**config.mk**
```make
export PLATFORM = sky130hd
export DESIGN_NAME = scdp_mac
export DESIGN_NICKNAME = d
export VERILOG_FILES = /design/src/rtl/scdp_pkg.sv /design/src/rtl/scdp_mac.sv
export SDC_FILE = /design/constraint.sdc
export NUM_CORES = 2
export LEC_CHECK = 0
export BUFFER_PORTS_ARGS = -buffer_cell sky130_fd_sc_hd__buf_2
export CELL_PAD_IN_SITES_DETAIL_PLACEMENT = 0
export CELL_PAD_IN_SITES_GLOBAL_PLACEMENT = 2
export CORE_MARGIN = 8
export CORE_UTILIZATION = 45
export DETAILED_ROUTE_END_ITERATION = 16
export HOLD_SLACK_MARGIN = 0.15
export PLACE_DENSITY_LB_ADDON = 0.08
export REMOVE_ABC_BUFFERS = 1
export SETUP_SLACK_MARGIN = 0.15
export SYNTH_ARGS = -nofsm -noshare
export SYNTH_HDL_FRONTEND = slang
export SYNTH_SLANG_ARGS = --single-unit
```
**constraint.sdc**
```tcl
create_clock -name clk_i -period 14.46 [get_ports clk_i]
set_clock_uncertainty 0.05 [all_clocks]
set_input_delay 0.723 -clock clk_i [delete_from_list [all_inputs] [get_ports clk_i]]
set_output_delay 0.723 -clock clk_i [all_outputs]
set_load 0.01 [all_outputs]
```
**src/rtl/scdp_pkg.sv**
```systemverilog
// Shared constants, command codes and types of the sparse complex dot product.
package scdp_pkg;

  // List storage and field widths.
  localparam int unsigned LIST_DEPTH = 256;
  localparam int unsigned PTR_BITS   = $clog2(LIST_DEPTH);
  localparam int unsigned LEN_BITS   = $clog2(LIST_DEPTH + 1);
  localparam int unsigned INDEX_BITS = 16;
  localparam int unsigned VALUE_BITS = 32;
  localparam int unsigned ACC_BITS   = 64;
  localparam int unsigned CMD_BITS   = 2;

  // Stream packing.
  localparam int unsigned IN_FIELDS_W  = INDEX_BITS + 2 * VALUE_BITS;
  localparam int unsigned IN_TDATA_W   = ((IN_FIELDS_W + 7) / 8) * 8;
  localparam int unsigned OUT_FIELDS_W = 2 * ACC_BITS + LEN_BITS + 3;
  localparam int unsigned OUT_TDATA_W  = ((OUT_FIELDS_W + 7) / 8) * 8;

  // Commands carried in tuser.
  typedef enum logic [CMD_BITS-1:0] {
    CMD_APPEND_A = 2'd0,
    CMD_APPEND_B = 2'd1,
    CMD_GO       = 2'd2,
    CMD_NOP      = 2'd3
  } cmd_e;

  // One stored list entry.
  typedef struct packed {
    logic [INDEX_BITS-1:0] index;
    logic [VALUE_BITS-1:0] val_im;
    logic [VALUE_BITS-1:0] val_re;
  } entry_t;

  // Request from the merge controller to the multiply-accumulate unit.
  typedef struct packed {
    logic                         clear;
    logic                         start;
    logic signed [VALUE_BITS-1:0] a_re;
    logic signed [VALUE_BITS-1:0] a_im;
    logic signed [VALUE_BITS-1:0] b_re;
    logic signed [VALUE_BITS-1:0] b_im;
  } mac_req_t;

  // Status and sums returned by the multiply-accumulate unit.
  typedef struct packed {
    logic                       busy;
    logic                       sat;
    logic signed [ACC_BITS-1:0] acc_re;
    logic signed [ACC_BITS-1:0] acc_im;
  } mac_rsp_t;

endpackage

```
**src/rtl/scdp_mac.sv**
```systemverilog
// Complex multiply-accumulate unit: four products in sequence into saturating accumulators.
module scdp_mac import scdp_pkg::*; (
  input  logic     clk_i,
  input  logic     rst_ni,
  input  mac_req_t req_i,
  output mac_rsp_t rsp_o
);

  // Product order within one matched pair.
  localparam logic [1:0] TERM_RE_RR = 2'd0;
  localparam logic [1:0] TERM_RE_II = 2'd1;
  localparam logic [1:0] TERM_IM_RI = 2'd2;
  localparam logic [1:0] TERM_IM_IR = 2'd3;

  localparam logic [ACC_BITS-1:0] ACC_MAX = {1'b0, {(ACC_BITS-1){1'b1}}};
  localparam logic [ACC_BITS-1:0] ACC_MIN = {1'b1, {(ACC_BITS-1){1'b0}}};

  logic signed [VALUE_BITS-1:0] ar_q, ai_q, br_q, bi_q;
  logic                         mul_act_q;
  logic [1:0]                   mul_step_q;
  logic                         add_act_q;
  logic [1:0]                   add_step_q;
  logic signed [ACC_BITS-1:0]   prod_q, prod_d;
  logic signed [VALUE_BITS-1:0] mul_a, mul_b;
  logic signed [ACC_BITS-1:0]   acc_re_q, acc_im_q;
  logic                         sat_q;
  logic [ACC_BITS-1:0]          acc_sel, sum, res;
  logic                         is_re, is_sub, ovf;

  // Operand selection and the single multiplier.
  always_comb begin
    case (mul_step_q)
      TERM_RE_RR: begin mul_a = ar_q; mul_b = br_q; end
      TERM_RE_II: begin mul_a = ai_q; mul_b = bi_q; end
      TERM_IM_RI: begin mul_a = ar_q; mul_b = bi_q; end
      default:    begin mul_a = ai_q; mul_b = br_q; end
    endcase
    prod_d = mul_a * mul_b;
  end

  // Saturating add or subtract of the registered product.
  always_comb begin
    is_re   = (add_step_q == TERM_RE_RR) || (add_step_q == TERM_RE_II);
    is_sub  = (add_step_q == TERM_IM_IR);
    acc_sel = is_re ? acc_re_q : acc_im_q;
    sum     = is_sub ? (acc_sel - prod_q) : (acc_sel + prod_q);
    if (is_sub) begin
      ovf = (acc_sel[ACC_BITS-1] != prod_q[ACC_BITS-1]) &&
            (sum[ACC_BITS-1] != acc_sel[ACC_BITS-1]);
    end else begin
      ovf = (acc_sel[ACC_BITS-1] == prod_q[ACC_BITS-1]) &&
            (sum[ACC_BITS-1] != acc_sel[ACC_BITS-1]);
    end
    res = ovf ? (acc_sel[ACC_BITS-1] ? ACC_MIN : ACC_MAX) : sum;
  end

  // Operand and product registers.
  always_ff @(posedge clk_i) begin
    if (req_i.start) begin
      ar_q <= req_i.a_re;
      ai_q <= req_i.a_im;
      br_q <= req_i.b_re;
      bi_q <= req_i.b_im;
    end
    if (mul_act_q) begin
      prod_q <= prod_d;
    end
  end

  // Sequencing and accumulators.
  always_ff @(posedge clk_i or negedge rst_ni) begin
    if (!rst_ni) begin
      mul_act_q  <= 1'b0;
      mul_step_q <= TERM_RE_RR;
      add_act_q  <= 1'b0;
      add_step_q <= TERM_RE_RR;
      acc_re_q   <= '0;
      acc_im_q   <= '0;
      sat_q      <= 1'b0;
    end else begin
      if (req_i.start) begin
        mul_act_q  <= 1'b1;
        mul_step_q <= TERM_RE_RR;
      end else if (mul_act_q) begin
        mul_step_q <= mul_step_q + 2'd1;
        if (mul_step_q == TERM_IM_IR) begin
          mul_act_q <= 1'b0;
        end
      end
      add_act_q  <= mul_act_q;
      add_step_q <= mul_step_q;
      if (req_i.clear) begin
        acc_re_q <= '0;
        acc_im_q <= '0;
        sat_q    <= 1'b0;
      end else if (add_act_q) begin
        if (is_re) begin
          acc_re_q <= res;
        end else begin
          acc_im_q <= res;
        end
        if (ovf) begin
          sat_q <= 1'b1;
        end
      end
    end
  end

  assign rsp_o.busy   = mul_act_q | add_act_q;
  assign rsp_o.sat    = sat_q;
  assign rsp_o.acc_re = acc_re_q;
  assign rsp_o.acc_im = acc_im_q;

endmodule

```
==> metrics.md <==
| Metric | Value |
|---|---|
| Outcome | finished, final reports clean |
| Clock Tree Buf Depth | 3 |
| Port Buffers | 261 |
| Clock-pin slew on the worst setup and hold paths | 70 ps |
| Yosys reg bits | 327 |
| Share of layout cells above drive strength 1 | 10.91% |
| Routed len/inst | 25.01 um |
| Critical path peak fanout | 46 |
| Final Max Tran Viols | 0 |
| Top cell type's share of synthesized area | 41.12% |
| Top cells by count, synth | fa_1 (1,083), inv_1 (975), nor2_1 (646), nand2_1 (610), ha_1 (251) |
| Root Buffer | clkbuf_16 |
| Post-synth ARST share | 41.28% |
| CP peak stage delay | about 1200 ps |
| Drt pass-1 iters | 6 |
| DRT Wirelength | 176,800 um |
| Initial antenna violation count | 3 |
| Post-cts sizing count | 0 |
| Vias in the first global route | 41,700 |
| Mapped Cells | 5,362 |
| Core area | 116,200 um2 |
| DR vias | 38,880 |
| Fin Hold WS | 212.5 ps |
| Fmax | 89.55 MHz |
| Clock insertion delay at the later pin of the skew report | approximately 630 ps |
| Initial Util | 45.37% |
| DR DRC count | 0 |
| Crit start category | flop |
| Hold Path Class | in2reg |
| CTS tree | built |
| Tcrit/Tclk final | between 70 and 80% |
| Die Height | 358.3 um |
| Post-synthesis sequential area ratio | 17.34% |
| Synth area leaders | fa_1 (41%), edfxtp_1 (11%), inv_1 (6.9%), dfrtp_1 (6.4%), ha_1 (6.0%) |
| Clk sinks | 327 |
| Post-detailed-route count of antenna-violating nets | 0 |
| Prevailing post-synth register cell | edfxtp_1 |
| Slew HR | 4.173% |
| Vias per cell | 5.500 |
| Post-Place Cells | 6,995 |
| Post-CTS Setup Inserts | 0 |
| Final setup fails | 0 |
| Total grt overflow | 0 |
| Post-DP HPWL | 138,800 um |
| Synthesis Warnings | 0 |
| Ports | 262 |
| Hold Buf Count CTS | 1 |
| Max Cap Violations | 0 |
| Crit path capture type | flop |
| Post-Syn Area per Cell | 9.834 um2 |
| CP Class | reg2reg |
| Fin cells | just over 7,000 |
| Die Wd | 358.3 um |
| EDFF count, synth | between 150 and 200 |
| Final period demand of the worst path | between 10,000 and 15,000 ps |
| Worst slack, placed | 3358 ps |
| TritonCTS buffer count | 39 |
| Pin count of the biggest net entering global routing | 80 |
| H-Tree Depth | 2 |
| Mapped cell area | 52,730 um2 |
| GP Congestion | 0.9269 |
| CP required | 14,760 ps |
| Setup TNS | 0 ps |
| # rows | 125 |
| Slowest cell on crit path | mux2i_2 |
| Distinct cells, synth | 77 |
| Most frequent CP cell | fa_1 |
| Critical Path AT | 11,470 ps |
| Final Hold Viols | 0 |
| First-pass GRT wire length | 267,600 um |
| Nets@finish | 6,979 |
| Post-layout worst setup margin | between 3000 and 4000 ps |
| Yosys top cell by area | fa_1 |
| Die area | 128,400 um2 |
| Area delta synth->final | 8.728% |
| RSZ-0062 raised after global routing | no |
| Most common cell in the netlist | fa_1 |
| Total Routing Usage GR | 27.96% |
| Tightest Pin Transition | 1410 ps |
| Drt initial violations | 3,328 |
[layout by cell type, fill, tap and decap left out, types with 18 or more instances in the layout]
cell / count
dfrtp_1: 133
o21bai_1: 21
xor2_1: 72
fa_1: 1083
nand2b_1: 38
nand2_1: 610
nand4_1: 24
a211oi_1: 21
nand3_1: 42
clkbuf_16: 39
ha_1: 250
a221o_1: 75
xnor2_1: 118
buf_4: 89
o21ai_0: 104
and2_1: 18
a21o_1: 71
edfxtp_1: 192
a21oi_1: 156
mux2_2: 117
o211ai_1: 18
a31oi_1: 27
mux2i_2: 30
buf_2: 259
mux2i_1: 24
inv_1: 975
nor3_1: 27
nor2_1: 643
and3_1: 21
[cell families (layout without fill, tap and decap cells)]
logic type	after synthesis	count (layout)	synth area share (%)
compound gates	609	609	7.876
mux	185	185	3.799
flops	327	327	17.34
fa+ha+maj	1334	1334	47.07
xor+xnor	191	191	3.173
buf+inv	1217	1398	8.758
other cells	0	1	0
simple gates	1499	1499	11.98
[layout make-up]
type	instances	area [um2]
Sequential cell	327	9149
Clock buffer	49	1044
Clock inverter	22	276.5
Antenna cell	1	2.502
Timing Repair Buffer	351	1997
Inverter	976	3664
Multi-Input combinational cell	3818	39290
Tap cell	1524	1907
Fill cell	11070	58880
[stage by stage]
step | instance area (um2) | util [%]
2_1_floorplan | 51770 | -
3_3_place_gp | 56000 | 48.19
3_5_place_dp | 56000 | 48.19
4_1_cts | 57330 | 49.33
5_1_grt | 57330 | 49.33
6_report | 57330 | 49.34
[path summary, 6_finish.rpt]
check / startpoint / end / slack [ps] / cells after the start
setup / recovery: mul_step_q[0] / prod_q[61] / 3290 / 28
setup reg to reg: mul_step_q[0] / prod_q[61] / 3290 / 28
hold reg to reg: mul_step_q[0] / add_step_q[0] / 410 / 0
min in group asynchronous: rst_ni / acc_im_q[37] / 530 / 2
max in group asynchronous: rst_ni / add_step_q[1] / 12710 / 3
hold / removal: req_i[25] / bi_q[25] / 210 / 1
[state kept, by name, indices dropped and copies added, names as in the netlist, 2 cells and up]
register	cells
acc_re_q	64
ai_q	32
ar_q	32
bi_q	32
acc_im_q	64
add_step_q	2
br_q	32
mul_step_q	2
prod_q	64
[routing by layer]
metal	track usage (%)	part of all wire, %
met2	43.99	45
met4	8.096	3.3
met1	38.92	43
met3	6.202	8.6
met5	0	0.019
[worst max-delay path, delay by kind of cell (launching register included)]
kind / cells / cell delay, ps
AOI/OAI and AO/OA: 6 / 1320
buffers and inverters: 5 / 1160
muxes: 1 / 1210
DFF: 1 / 400
adders and majority gates: 10 / 4750
and+or+nand+nor: 6 / 1970
Power is not shown: default switching activity piles up to over one toggle a cycle in this logic, so the estimate is an artifact.
